===== src/rtl/kpl_pkg.sv =====
// ----------------------------------------------------------------------------
// kpl_pkg
// Shared constants, types and the key hit test for the touch keypad PIN lock.
// ----------------------------------------------------------------------------
package kpl_pkg;

  localparam int MAX_DIGITS  = 7;
  localparam int CNT_W       = $clog2(MAX_DIGITS + 1);
  localparam int PIN_DIGITS  = 7;
  localparam int PIN_W       = 4 * PIN_DIGITS;
  localparam int PIN_LEN_W   = 3;
  localparam int CMP_DIGITS  = (MAX_DIGITS < PIN_DIGITS) ? MAX_DIGITS : PIN_DIGITS;

  localparam int QUEUE_DEPTH = 2;
  localparam int QPTR_W      = $clog2(QUEUE_DEPTH);
  localparam int QCNT_W      = $clog2(QUEUE_DEPTH + 1);

  localparam int TX_W = 10;
  localparam int TY_W = 9;

  localparam int SCREEN_W   = 800;
  localparam int KEY_W      = 90;
  localparam int KEY_H      = 65;
  localparam int KEY_GAP    = 20;
  localparam int PAD_X0     = (SCREEN_W / 2) - (3 * KEY_W + 2 * KEY_GAP) / 2;
  localparam int PAD_Y0     = 100;
  localparam int COL2_SHIFT = 15;

  localparam int COL_LEFT [3] = '{
    PAD_X0,
    PAD_X0 + (KEY_W + KEY_GAP),
    PAD_X0 + 2 * (KEY_W + KEY_GAP) - COL2_SHIFT
  };
  localparam int ROW_TOP [4] = '{
    PAD_Y0,
    PAD_Y0 + (KEY_H + KEY_GAP) + 10,
    PAD_Y0 + 2 * (KEY_H + KEY_GAP) + 25,
    PAD_Y0 + 3 * (KEY_H + KEY_GAP) + 40
  };

  localparam logic [3:0] KEY_CLR  = 4'd10;
  localparam logic [3:0] KEY_OK   = 4'd11;
  localparam logic [3:0] KEY_NONE = 4'd12;

  localparam logic [3:0] KEY_MAP [4][3] = '{
    '{4'd1, 4'd2, 4'd3},
    '{4'd4, 4'd5, 4'd6},
    '{4'd7, 4'd8, 4'd9},
    '{KEY_CLR, 4'd0, KEY_OK}
  };

  localparam logic [2:0] EV_NONE    = 3'd0;
  localparam logic [2:0] EV_STORED  = 3'd1;
  localparam logic [2:0] EV_DROPPED = 3'd2;
  localparam logic [2:0] EV_CLEARED = 3'd3;
  localparam logic [2:0] EV_GRANTED = 3'd4;
  localparam logic [2:0] EV_DENIED  = 3'd5;
  localparam logic [2:0] EV_MISS    = 3'd6;

  localparam logic REG_PIN_DIGITS = 1'b0;
  localparam logic REG_PIN_LENGTH = 1'b1;

  typedef struct packed {
    logic       press;
    logic [3:0] key;
  } item_t;

  typedef struct packed {
    logic [PIN_W-1:0]     digits;
    logic [PIN_LEN_W-1:0] length;
  } cfg_t;

  function automatic logic [3:0] hit_key(input logic [TX_W-1:0] tx,
                                         input logic [TY_W-1:0] ty);
    logic [2:0] x_hit;
    logic [3:0] y_hit;
    logic [3:0] key;
    key = KEY_NONE;
    for (int c = 0; c < 3; c++) begin
      x_hit[c] = (tx >= TX_W'(COL_LEFT[c])) && (tx <= TX_W'(COL_LEFT[c] + KEY_W));
    end
    for (int r = 0; r < 4; r++) begin
      y_hit[r] = (ty >= TY_W'(ROW_TOP[r])) && (ty <= TY_W'(ROW_TOP[r] + KEY_H));
    end
    for (int r = 0; r < 4; r++) begin
      for (int c = 0; c < 3; c++) begin
        if (y_hit[r] && x_hit[c]) begin
          key = KEY_MAP[r][c];
        end
      end
    end
    return key;
  endfunction

endpackage


===== src/rtl/touch_keypad_pin_lock_top.sv =====
// ----------------------------------------------------------------------------
// touch_keypad_pin_lock_top
// Touch keypad PIN lock: debounces touch samples, decodes key presses and
// checks entered digits against the configured PIN.
//
// Input channel (in_valid/in_ready): one touch sample per word, touched flag
// plus X and Y pixel coordinates. Output channel (out_valid/out_ready): exactly
// one result word per sample, carrying the event, the key and the number of
// digits held. Samples and results keep their order.
// Path: an accepted sample is written into the queue, then popped into the
// registered result stage. Throughput: one sample per cycle while the receiver
// does not stall, set by the debounce/hit test in front and the entry update in
// back, both combinational logic ahead of a register. A two-word queue between
// them and the output register let the input keep accepting while a result
// waits; when the receiver stalls, the queue fills and in_ready drops.
// Reset (rst_n low, synchronous) returns debounce to idle, empties the entry
// buffer and the queue, and clears the PIN registers to zero. The APB port
// holds the PIN digits at address 0 and the PIN length at address 4.
// ----------------------------------------------------------------------------
module touch_keypad_pin_lock_top (
  input  logic                     clk,
  input  logic                     rst_n,
  input  logic                     in_valid,
  output logic                     in_ready,
  input  logic                     in_touched,
  input  logic [kpl_pkg::TX_W-1:0] in_touch_x,
  input  logic [kpl_pkg::TY_W-1:0] in_touch_y,
  output logic                     out_valid,
  input  logic                     out_ready,
  output logic [2:0]               out_event_res,
  output logic [3:0]               out_key_code,
  output logic [2:0]               out_entered_count,
  input  logic                     psel,
  input  logic                     penable,
  input  logic                     pwrite,
  input  logic [2:0]               paddr,
  input  logic [31:0]              pwdata,
  output logic [31:0]              prdata,
  output logic                     pready
);
  import kpl_pkg::*;

  cfg_t  cfg_r;
  logic  cfg_wr;
  logic  q_full;
  logic  q_push;
  item_t push_item;
  logic  q_pop;
  logic  q_valid;
  item_t head_item;

  assign pready = 1'b1;
  assign cfg_wr = psel && penable && pwrite && pready;

  always_ff @(posedge clk) begin
    if (!rst_n) begin
      cfg_r <= '0;
    end else if (cfg_wr) begin
      unique case (paddr[2])
        REG_PIN_DIGITS: cfg_r.digits <= pwdata[PIN_W-1:0];
        REG_PIN_LENGTH: cfg_r.length <= pwdata[PIN_LEN_W-1:0];
        default: ;
      endcase
    end
  end

  always_comb begin
    unique case (paddr[2])
      REG_PIN_DIGITS: prdata = 32'(cfg_r.digits);
      REG_PIN_LENGTH: prdata = 32'(cfg_r.length);
      default:        prdata = '0;
    endcase
  end

  kpl_front u_front (
    .clk        (clk),
    .rst_n      (rst_n),
    .in_valid   (in_valid),
    .in_ready   (in_ready),
    .in_touched (in_touched),
    .in_touch_x (in_touch_x),
    .in_touch_y (in_touch_y),
    .q_full     (q_full),
    .q_push     (q_push),
    .q_item     (push_item)
  );

  kpl_queue u_queue (
    .clk       (clk),
    .rst_n     (rst_n),
    .push      (q_push),
    .push_item (push_item),
    .full      (q_full),
    .pop       (q_pop),
    .not_empty (q_valid),
    .head_item (head_item)
  );

  kpl_back u_back (
    .clk               (clk),
    .rst_n             (rst_n),
    .cfg               (cfg_r),
    .q_valid           (q_valid),
    .q_item            (head_item),
    .q_pop             (q_pop),
    .out_valid         (out_valid),
    .out_ready         (out_ready),
    .out_event_res     (out_event_res),
    .out_key_code      (out_key_code),
    .out_entered_count (out_entered_count)
  );

endmodule


===== src/rtl/kpl_front.sv =====
// ----------------------------------------------------------------------------
// kpl_front
// Debounce of touch samples and hit test of confirmed presses.
// ----------------------------------------------------------------------------
module kpl_front (
  input  logic                  clk,
  input  logic                  rst_n,
  input  logic                  in_valid,
  output logic                  in_ready,
  input  logic                  in_touched,
  input  logic [kpl_pkg::TX_W-1:0] in_touch_x,
  input  logic [kpl_pkg::TY_W-1:0] in_touch_y,
  input  logic                  q_full,
  output logic                  q_push,
  output kpl_pkg::item_t        q_item
);
  import kpl_pkg::*;

  localparam logic [1:0] PH_IDLE          = 2'd0;
  localparam logic [1:0] PH_PRESS_CHECK   = 2'd1;
  localparam logic [1:0] PH_HELD          = 2'd2;
  localparam logic [1:0] PH_RELEASE_CHECK = 2'd3;

  logic [1:0] phase_r;
  logic [1:0] phase_nxt;
  logic       press;

  assign in_ready = !q_full;
  assign q_push   = in_valid && in_ready;
  assign press    = (phase_r == PH_PRESS_CHECK) && in_touched;

  always_comb begin
    q_item.press = press;
    q_item.key   = press ? hit_key(in_touch_x, in_touch_y) : KEY_NONE;
  end

  always_comb begin
    unique case (phase_r)
      PH_IDLE:          phase_nxt = in_touched ? PH_PRESS_CHECK : PH_IDLE;
      PH_PRESS_CHECK:   phase_nxt = in_touched ? PH_HELD : PH_IDLE;
      PH_HELD:          phase_nxt = in_touched ? PH_HELD : PH_RELEASE_CHECK;
      PH_RELEASE_CHECK: phase_nxt = in_touched ? PH_HELD : PH_IDLE;
      default:          phase_nxt = PH_IDLE;
    endcase
  end

  always_ff @(posedge clk) begin
    if (!rst_n) begin
      phase_r <= PH_IDLE;
    end else if (q_push) begin
      phase_r <= phase_nxt;
    end
  end

endmodule


===== src/rtl/kpl_queue.sv =====
// ----------------------------------------------------------------------------
// kpl_queue
// Short queue of classified samples between debounce and entry logic.
// ----------------------------------------------------------------------------
module kpl_queue (
  input  logic           clk,
  input  logic           rst_n,
  input  logic           push,
  input  kpl_pkg::item_t push_item,
  output logic           full,
  input  logic           pop,
  output logic           not_empty,
  output kpl_pkg::item_t head_item
);
  import kpl_pkg::*;

  item_t             mem_r [QUEUE_DEPTH];
  logic [QPTR_W-1:0] wr_ptr_r;
  logic [QPTR_W-1:0] rd_ptr_r;
  logic [QCNT_W-1:0] cnt_r;

  assign full      = (cnt_r == QCNT_W'(QUEUE_DEPTH));
  assign not_empty = (cnt_r != '0);
  assign head_item = mem_r[rd_ptr_r];

  always_ff @(posedge clk) begin
    if (push) begin
      mem_r[wr_ptr_r] <= push_item;
    end
  end

  always_ff @(posedge clk) begin
    if (!rst_n) begin
      wr_ptr_r <= '0;
      rd_ptr_r <= '0;
      cnt_r    <= '0;
    end else begin
      if (push) begin
        wr_ptr_r <= wr_ptr_r + 1'b1;
      end
      if (pop) begin
        rd_ptr_r <= rd_ptr_r + 1'b1;
      end
      if (push && !pop) begin
        cnt_r <= cnt_r + 1'b1;
      end else if (pop && !push) begin
        cnt_r <= cnt_r - 1'b1;
      end
    end
  end

`ifndef NO_ASSERTIONS
  a_no_overflow: assert property (@(posedge clk) disable iff (!rst_n)
    !(push && full)) else $error("queue push while full");
  a_no_underflow: assert property (@(posedge clk) disable iff (!rst_n)
    pop |-> not_empty) else $error("queue pop while empty");
  a_count_up: assert property (@(posedge clk) disable iff (!rst_n)
    (push && !pop) |=> cnt_r == $past(cnt_r) + 1'b1) else $error("queue count slip");
`endif

endmodule


===== src/rtl/kpl_back.sv =====
// ----------------------------------------------------------------------------
// kpl_back
// Entry buffer, PIN compare and registered result stage.
// ----------------------------------------------------------------------------
module kpl_back (
  input  logic           clk,
  input  logic           rst_n,
  input  kpl_pkg::cfg_t  cfg,
  input  logic           q_valid,
  input  kpl_pkg::item_t q_item,
  output logic           q_pop,
  output logic           out_valid,
  input  logic           out_ready,
  output logic [2:0]     out_event_res,
  output logic [3:0]     out_key_code,
  output logic [2:0]     out_entered_count
);
  import kpl_pkg::*;

  logic [3:0]       digits_r [MAX_DIGITS];
  logic [CNT_W-1:0] count_r;
  logic [CNT_W-1:0] count_nxt;
  logic             out_valid_r;
  logic [2:0]       event_r;
  logic [2:0]       event_nxt;
  logic [3:0]       key_r;
  logic             match;
  logic             store;

  assign q_pop = q_valid && (!out_valid_r || out_ready);

  always_comb begin
    match = (int'(count_r) == int'(cfg.length));
    for (int i = 0; i < CMP_DIGITS; i++) begin
      if ((int'(count_r) > i) && (digits_r[i] != cfg.digits[4*i +: 4])) begin
        match = 1'b0;
      end
    end
  end

  always_comb begin
    event_nxt = EV_NONE;
    count_nxt = count_r;
    store     = 1'b0;
    if (q_item.press) begin
      priority if (q_item.key == KEY_NONE) begin
        event_nxt = EV_MISS;
      end else if (q_item.key == KEY_CLR) begin
        event_nxt = EV_CLEARED;
        count_nxt = '0;
      end else if (q_item.key == KEY_OK) begin
        event_nxt = match ? EV_GRANTED : EV_DENIED;
        count_nxt = '0;
      end else if (int'(count_r) < MAX_DIGITS) begin
        event_nxt = EV_STORED;
        count_nxt = count_r + 1'b1;
        store     = 1'b1;
      end else begin
        event_nxt = EV_DROPPED;
      end
    end
  end

  always_ff @(posedge clk) begin
    for (int i = 0; i < MAX_DIGITS; i++) begin
      if (q_pop && store && (int'(count_r) == i)) begin
        digits_r[i] <= q_item.key;
      end
    end
    if (q_pop) begin
      event_r <= event_nxt;
      key_r   <= q_item.key;
    end
  end

  always_ff @(posedge clk) begin
    if (!rst_n) begin
      count_r     <= '0;
      out_valid_r <= 1'b0;
    end else begin
      if (q_pop) begin
        count_r     <= count_nxt;
        out_valid_r <= 1'b1;
      end else if (out_ready) begin
        out_valid_r <= 1'b0;
      end
    end
  end

  assign out_valid         = out_valid_r;
  assign out_event_res     = event_r;
  assign out_key_code      = key_r;
  assign out_entered_count = 3'(count_r);

`ifndef NO_ASSERTIONS
  a_verdict_key: assert property (@(posedge clk) disable iff (!rst_n)
    (out_valid_r && (event_r == EV_GRANTED || event_r == EV_DENIED))
      |-> (key_r == KEY_OK && count_r == '0)) else $error("verdict without OK");
  a_clear_empty: assert property (@(posedge clk) disable iff (!rst_n)
    (out_valid_r && event_r == EV_CLEARED) |-> count_r == '0)
    else $error("clear left digits");
  a_store_count: assert property (@(posedge clk) disable iff (!rst_n)
    (q_pop && store) |=> (count_r == $past(count_r) + 1'b1 && event_r == EV_STORED))
    else $error("store count slip");
`endif

endmodule

===== config.mk =====
export PLATFORM = sky130hd
export DESIGN_NAME = touch_keypad_pin_lock_top
export DESIGN_NICKNAME = d
export VERILOG_FILES = /design/src/rtl/kpl_pkg.sv /design/src/rtl/touch_keypad_pin_lock_top.sv /design/src/rtl/kpl_front.sv /design/src/rtl/kpl_queue.sv /design/src/rtl/kpl_back.sv
export SDC_FILE = /design/constraint.sdc
export NUM_CORES = 1
export LEC_CHECK = 0
export BUFFER_PORTS_ARGS = -buffer_cell sky130_fd_sc_hd__buf_2
export CORE_ASPECT_RATIO = 0.9
export CORE_MARGIN = 8
export CORE_UTILIZATION = 54
export DETAILED_ROUTE_END_ITERATION = 6
export GPL_TIMING_DRIVEN = 1
export PLACE_DENSITY = 0.89
export SYNTH_ARGS = -nofsm -noshare
export SYNTH_HDL_FRONTEND = slang
export SYNTH_SLANG_ARGS = --single-unit

===== constraint.sdc =====
create_clock -name clk -period 3.2 [get_ports clk]
set_clock_uncertainty 0.15 [all_clocks]
set_input_delay 0.32 -clock clk [delete_from_list [all_inputs] [get_ports clk]]
set_output_delay 0.32 -clock clk [all_outputs]
set_load 0.005 [all_outputs]

=== Word level (Yosys, flattened, before mapping) ===
Memories as Yosys holds them, arrays and structs flattened. A register that Yosys moved wholly into a read port is not among the register bits.
Index checks and enable logic that the tools add are counted.
Widths: inputs -> output; s select.

* Register bits after elaboration: 48
* RAM bits: 38
* Bits of input ports: 62
* Output and inout port bits: 45
* Word-level logic and storage cells: 205
* Memories: 2

{| class="wikitable"
|+ Memory list
! name !! depth !! bits a word !! read ports !! clocked after memory_dff !! write ports !! RTL line !! text
|-
| u_back.digits_r || 7 || 4 || 7 || 0 || 1 || kpl_back.sv:20 || <nowiki>logic [3:0] digits_r [MAX_DIGITS];</nowiki>
|-
| u_queue.mem_r || 2 || 5 || 1 || 1 || 1 || kpl_queue.sv:17 || <nowiki>item_t mem_r [QUEUE_DEPTH];</nowiki>
|}

* Add/subtract/negate cells: 5
* Magnitude comparators: 22
* Eq/ne operators: 21
* Muxes and demuxes: 78
* Bitwise logic cells: 3
* Reductions and logical operators: 63

{| class="wikitable"
|+ Operators by type and width
! cell !! number
|-
| $mux 4 || 19
|-
| $pmux 32 s2 || 1
|-
| $logic_and 1x1->1 || 41
|-
| $mux 1 || 41
|-
| $mux 3 || 12
|-
| $ne 4x4->1 || 7
|-
| $le 9x9->1 const B || 3
|-
| $reduce_or 4->1 || 6
|-
| $ge 10x9->1 const B || 2
|-
| $le 10x9->1 const B || 2
|-
| $ge 9x9->1 const B || 2
|-
| $eq 3x3->1 const B || 4
|-
| $eq 4x4->1 const B || 3
|-
| $ge 10x8->1 const B || 1
|-
| $le 10x10->1 const B || 1
|-
| $ge 9x7->1 const B || 1
|-
| $ge 9x8->1 const B || 1
|-
| $gt 3x3->1 const B || 3
|-
| $le 9x8->1 const B || 1
|-
| $mux 2 || 4
|-
| $eq 2x2->1 const B || 3
|-
| $eq 3x2->1 const B || 2
|-
| $gt 3x1->1 const B || 2
|-
| $gt 3x2->1 const B || 2
|-
| other kinds (18) || 28
|}

=== Longest topological paths before layout ===
Gate-level depths: netlist of run 1.

* Depth after elaboration: 17
* Gate-level depth with buffers: 8
* Mapped depth without buffers: 7

=== Cells and area by module ===
A second synthesis of run 1 with hierarchy kept.

* Cells, all modules: 431
* Area total of the unflattened synthesis: 4453.0 um2

{| class="wikitable"
|+ By module, submodules not included
! module !! times used !! cells an instance !! area an instance (um2) !! seq. area each (um2)
|-
| kpl_back || 1 || 137 || 1846.8 || 1131.1
|-
| touch_keypad_pin_lock_top || 1 || 171 || 1480.2 || 620.6
|-
| kpl_queue || 1 || 37 || 578.1 || 400.4
|-
| kpl_front || 1 || 86 || 548.0 || 40.0
|}

=== Worst setup path before layout of run 1 ===
OpenSTA, ideal clock, no wires.

* Path kind: reg-to-reg
* Start: register (tool-made name)
* End: memory u_back.digits_r[5][0] (enable)
* Setup time: 0.367 ns
* Arrival time: 1.739 ns
* Data required time: 2.683 ns
* Setup slack: 0.944 ns
* Stages on the path, launching flop included: 7
* Path buffers: 1
* Clock period less this slack: 2.256 ns
* Cells stage by stage: dfxtp_1 > buf_4 > mux2i_2 > nor3_2 > and4bb_2 > nand2_1 > nor3b_1

{| class="wikitable"
|+ RTL lines
! item !! RTL line
|-
| end, declared || kpl_back.sv:20
|}

==> flow_summary.json, run 1 <==
{
  "status": "completed",
  "worst-endpoint-arrival_ns": 2.55,
  "slew_viol_final": 0,
  "dieHeight_um": 101.5,
  "clk_latency_ns": 0.36,
  "synth_cells": 432,
  "finalCritPeriodShare": 0.8426,
  "clk_pin_slew_ns": 0.09,
  "globalRouteOverflowTotal": 0,
  "htree_levels": 3,
  "die_x_um": 111.0,
  "power.density_mw_per_mm2": 511.9,
  "yosys.area.top_type": "edfxtp_1",
  "synthFlopType": "edfxtp_1",
  "grt_pass1_wl_mm": 16.39,
  "antenna_found_initial": 0,
  "viasPerCell": 5.529,
  "final_antenna_net_count": 0,
  "initial_core_util": 0.5518,
  "area_delta_synth_final_pct": 15.65,
  "rsz0062_at_grt": "no",
  "wirelength_mm": 10.10,
  "netlist.area_leader.share": 0.3080,
  "worst_setup_path_start_kind": "flop",
  "clock_path_buffers": 2,
  "drt-pass1-iter-count": 5,
  "drv_cap": 0,
  "cts-resized-gates": 0,
  "drcViolationCount": 0,
  "cts_buffers": 9,
  "gp_congestion": 0.8066,
  "tritoncts": "yes",
  "final_cells": 624,
  "fmax_mhz": 370.9,
  "critical_path_class": "reg2reg",
  "rows": 31,
  "drt_iter0_markers": 147,
  "syn_area_per_cell_um2": 10.16,
  "place_inst": 608,
  "antenna_cells": 0,
  "min_path_type": "in2reg",
  "hold_viol_final": 0,
  "synth-seq-cells": 87,
  "peakVddDrop_mv": 0.4100,
  "worst_hold_slack_ns": 0.03164,
  "netlist_top_cells_area": "edfxtp_1 (31%), dfxtp_1 (19%), xnor2_1 (6.8%), nand2_1 (6.2%), nor2b_1 (4.6%)",
  "worst_slew_pin_slew_ns": 1.002,
  "ctsRootBufferMaster": "clkbuf_8",
  "syn-cell-area_mm2": 0.004388,
  "drive_above_1_share": 0.2457,
  "final_common_cell": "buf_2",
  "hpwl_mm": 7.282,
  "maxSlewHeadroom": 0.3323,
  "grt_max_degree": 43,
  "worstPathRequired_ns": 3.06,
  "path_max_fanout": 7,
  "finalSetupViolCount": 0,
  "synthArstFlopShare": 0,
  "core_mm2": 0.007951,
  "cts_setup_buffers": 0,
  "wl_per_cell_um": 16.18,
  "clock_sinks": 87,
  "io_buffers": 95,
  "yosysSeqAreaShare": 0.4996,
  "ios": 107,
  "worstSetupEndpointType": "flop",
  "nNetsFinal": 588,
  "grt_pass1_vias": 3420,
  "synth_edf_count": 45,
  "vias": 3450,
  "postCtsHoldBufs": 0,
  "ys.warnings.count": 0,
  "power_mw": 2.598,
  "grt_use_total": 0.1771,
  "p_leak_nw": 1.913,
  "layout_min_cycle_time_ns": 2.696,
  "yosys.cell_types.count": 58,
  "dieArea_mm2": 0.01127,
  "setup_tns_ns": 0,
  "nFillCells": 624,
  "final_cell_mix": "buf_2 (95), nand2_1 (72), edfxtp_1 (45)"
}
Yosys cell counts, types with 3 or more instances:
| cell type | count |
|---|---|
| nand4_1 | 9 |
| mux2_2 | 5 |
| and2_1 | 6 |
| xnor2_1 | 34 |
| inv_1 | 11 |
| dfxtp_1 | 42 |
| edfxtp_1 | 45 |
| o21ai_1 | 5 |
| a21boi_1 | 22 |
| ha_1 | 6 |
| a41oi_1 | 3 |
| nand2_1 | 72 |
| nand2b_1 | 3 |
| a21oi_1 | 10 |
| mux2i_1 | 5 |
| a21boi_0 | 10 |
| and3_1 | 5 |
| o21ai_0 | 4 |
| nor3_1 | 12 |
| nor2_1 | 14 |
| buf_4 | 6 |
| a211o_1 | 6 |
| nor2b_1 | 32 |
| clkbuf_1 | 15 |
stage by stage:
step	instance area, µm²	setup WS (ns)	util
global placement	4903	0.6224	0.6167
CTS	5075	0.4950	0.6382
global route	5075	0.3276	0.6382
floorplan	4399	0.9437	-
finish	5075	0.5035	0.6382
detailed placement	4903	0.5281	0.6167
report_power, final:
| group | switching, mW | internal, mW | total (mW) | leakage [nW] |
|---|---|---|---|---|
| Sequential | 0.0812 | 1.31 | 1.39 | 0.731 |
| Combinational | 0.291 | 0.231 | 0.522 | 1.09 |
| Clock | 0.402 | 0.284 | 0.686 | 0.0937 |
| Total | 0.774 | 1.82 | 2.60 | 1.91 |
state kept, by name, summed over array words and instances, names as in the netlist, named ones only:
name                      cells
cfg_r                        31
u_back.digits_r              28
u_queue.mem_r                10
u_back.out_key_code           4
u_back.out_entered_count      3
u_back.out_event_res          3
u_queue.cnt_r                 2
u_back.out_valid              1
u_front.phase_r               1
u_queue.rd_ptr_r              1
u_queue.wr_ptr_r              1
cells by family (layout without fill, tap and decap cells):
group / after synthesis / count (layout) / share of synthesized area
adders and majority gates: 6 / 6 / 0.01711
xor gates and xnor gates: 36 / 36 / 0.07186
DFF: 87 / 87 / 0.4996
AOI/OAI and AO/OA: 85 / 85 / 0.1440
other: 2 / 5 / 0.001712
and+or+nand+nor: 168 / 168 / 0.1930
buffers and inverters: 35 / 125 / 0.03507
muxes: 13 / 13 / 0.03764
worst max-delay path: stages, from the launching register on:
cell,delay (ns)
dfxtp_1,0.59
mux2i_2,0.42
nor3_2,0.13
and4bb_2,0.42
nand2_1,0.11
nor3b_1,0.53
layer usage:
| layer | up-vias | GRT usage | share of wire | routed length, µm |
|---|---|---|---|---|
| met5 | - | 0 | 0 | 0 |
| met3 | 18 | 0.05684 | 0.059 | 594 |
| met1 | 1615 | 0.1934 | 0.41 | 4118 |
| met2 | 122 | 0.3182 | 0.51 | 5177 |
| met4 | 0 | 0.06448 | 0.020 | 204 |
| li1 | 1695 | - | - | - |
final timing paths:
kind,start,end,slack (ns),cells past startpoint
worst max-delay path,flop,u_back.digits_r[5][2],0.50,5
worst min-delay path,pwdata[19],cfg_r[22],0.03,3
worst max register to register,flop,u_back.digits_r[5][2],0.50,5
worst min register to register,cfg_r[12],cfg_r[12],0.33,2
area by class of cell:
class | instances | area [µm²] | share of cell area
Sequential cell | 87 | 2192 | 0.4320
Multi-Input combinational cell | 313 | 2056 | 0.4051
Timing Repair Buffer | 96 | 483.0 | 0.09517
Clock buffer | 9 | 123.9 | 0.02441
Tap cell | 99 | 123.9 | 0.02441
Inverter | 13 | 48.80 | 0.009615
Clock inverter | 7 | 47.55 | 0.009369
No activity file was read; power rests on OpenSTA's default activity.
==> run 2: changes to the inputs <==
--- a/config.mk
+++ b/config.mk
@@ -8,10 +8,10 @@
 export BUFFER_PORTS_ARGS = -buffer_cell sky130_fd_sc_hd__buf_2
 export CORE_ASPECT_RATIO = 0.9
 export CORE_MARGIN = 8
-export CORE_UTILIZATION = 54
+export CORE_UTILIZATION = 48
 export DETAILED_ROUTE_END_ITERATION = 6
 export GPL_TIMING_DRIVEN = 1
-export PLACE_DENSITY = 0.89
+export PLACE_DENSITY = 0.84
 export SYNTH_ARGS = -nofsm -noshare
 export SYNTH_HDL_FRONTEND = slang
 export SYNTH_SLANG_ARGS = --single-unit
==> constraint.sdc (replaced) <==
create_clock -name clk -period 2.4 [get_ports clk]
set_clock_uncertainty 0.15 [all_clocks]
set_input_delay 0.24 -clock clk [delete_from_list [all_inputs] [get_ports clk]]
set_output_delay 0.24 -clock clk [all_outputs]
set_load 0.005 [all_outputs]
==> flow_summary.json, run 2 (same netlist as run 1, synthesis figures left out) <==
{
  "final_cells": 683,
  "p_int_mw": 2.520,
  "core_mm2": 0.009001,
  "finalSetupViolCount": 0,
  "regMostFlops": "cfg_r",
  "worst_slew_pin_slew_ns": 0.6708,
  "rsz0062_at_grt": "yes",
  "dieArea_mm2": 0.01246,
  "largest_reg_flops": 31,
  "worstPathRequired_ns": 2.36,
  "clk_latency_ns": 0.36,
  "antenna_found_initial": 0,
  "critical_path_class": "reg2reg",
  "die_x_um": 116.8,
  "p_switching_mw": 1.001,
  "cts_buffers": 9,
  "dieHeight_um": 106.7,
  "tritoncts": "yes",
  "grt_pass1_vias": 3673,
  "status": "completed",
  "slew_viol_final": 0,
  "final_cell_mix": "buf_2 (95), nand2_1 (72), edfxtp_1 (45)",
  "power_frac_comb": 0.223,
  "fmax_mhz": 427.2,
  "maxSlewHeadroom": 0.5512,
  "clkPwrFrac": 0.253,
  "rows": 33,
  "area_delta_synth_final_pct": 24.47,
  "gp_congestion": 0.8355,
  "peakVddDrop_mv": 0.4585,
  "power_mw": 3.522,
  "setup_ws_ns": 0.05904,
  "hold_viol_final": 0,
  "switching_share": 0.2843,
  "finalCritPeriodShare": 0.9754,
  "layout_min_cycle_time_ns": 2.341,
  "grt_pass1_wl_mm": 16.81,
  "final_antenna_net_count": 0,
  "drt_iter0_markers": 171,
  "clk_pin_slew_ns": 0.09,
  "wl_per_cell_um": 14.78,
  "final_common_cell": "buf_2",
  "viasPerCell": 5.157,
  "largestRegisters": "cfg_r x31, u_back.digits_r x28, u_queue.mem_r x10",
  "place_inst": 640,
  "clock_path_buffers": 2,
  "io_buffers": 95,
  "hpwl_mm": 7.439,
  "globalRouteOverflowTotal": 0,
  "worstSetupEndpointType": "flop",
  "worst_setup_path_start_kind": "flop",
  "htree_levels": 3,
  "initial_core_util": 0.4875,
  "min_path_type": "in2reg",
  "antenna_cells": 0,
  "drv_cap": 0,
  "drcViolationCount": 0,
  "wirelength_mm": 10.09,
  "p_seq_frac": 0.524,
  "path_max_fanout": 5,
  "nNetsFinal": 624,
  "ios": 107,
  "dp_slack_ns": 0.07345,
  "vias": 3522,
  "drt-pass1-iter-count": 4,
  "grt_max_degree": 43,
  "worstHoldStart": "pwdata[13]",
  "setup_tns_ns": 0,
  "cts_setup_buffers": 0,
  "worst-endpoint-arrival_ns": 2.30,
  "power.density_mw_per_mm2": 644.8,
  "drive_above_1_share": 0.2478,
  "grt_use_total": 0.1692,
  "p_leak_nw": 2.076,
  "clock_sinks": 87,
  "ctsRootBufferMaster": "clkbuf_8"
}
==> run 2: repair_timing <==
item / 4_1_cts / 5_1_grt
hold buffers: 27 / 0
hold endpoints to repair: 28 / 0
resized for setup: 0 / 1
endpoints found under the setup margin: 0 / 4
==> run 2: worst max-delay path, cell delays in order (launching register included) <==
cell      delay (ns)
dfxtp_1         0.44
buf_12          0.16
mux2i_4         0.25
inv_2           0.05
nor4_1          0.36
and4bb_2        0.30
buf_4           0.15
and3_1          0.23
==> run 2: cell type report <==
class                           instances  area, µm²
Clock buffer                           10      137.6
Tap cell                              122      152.6
Clock inverter                          6      36.28
Multi-Input combinational cell        313       2061
Sequential cell                        87       2192
Timing Repair Buffer                  132      833.3
Inverter                               13      48.80
Fill cell                             756       3540
==> run 2: metrics by stage <==
stage,util,cell area [µm²],hold slack (ns)
floorplan,-,4399,0.2248
global placement,0.5569,5012,0.3229
detailed placement,0.5569,5012,0.3307
CTS,0.6062,5456,0.01663
global route,0.6068,5461,0.02824
finish,0.6068,5461,0.03616
==> run 2: power by group through the flow <==
stage | registers [mW] | clock network (mW) | logic [mW]
floorplan | 1.84 | 0 | 0.484
global placement | 1.87 | 0 | 0.725
detailed placement | 1.88 | 0 | 0.749
CTS | 1.85 | 0.915 | 0.790
global route | 1.86 | 0.977 | 0.872
finish | 1.84 | 0.892 | 0.785
==> run 2: worst paths after layout <==
path | slack, ns | depth (start not counted) | end
min reg2reg | 0.34 | 2 | cfg_r[29]
max reg2reg | 0.06 | 7 | u_back.digits_r[6][2]
max | 0.06 | 7 | u_back.digits_r[6][2]
min | 0.04 | 3 | cfg_r[16]
==> run 2: metal layers <==
metal / vias to the layer above / share of wire / GRT usage
li1: 1760 / - / -
met1: 1639 / 0.40 / 0.1874
met2: 103 / 0.51 / 0.3030
met3: 20 / 0.065 / 0.04382
met4: 0 / 0.019 / 0.06393
met5: - / 0 / 0
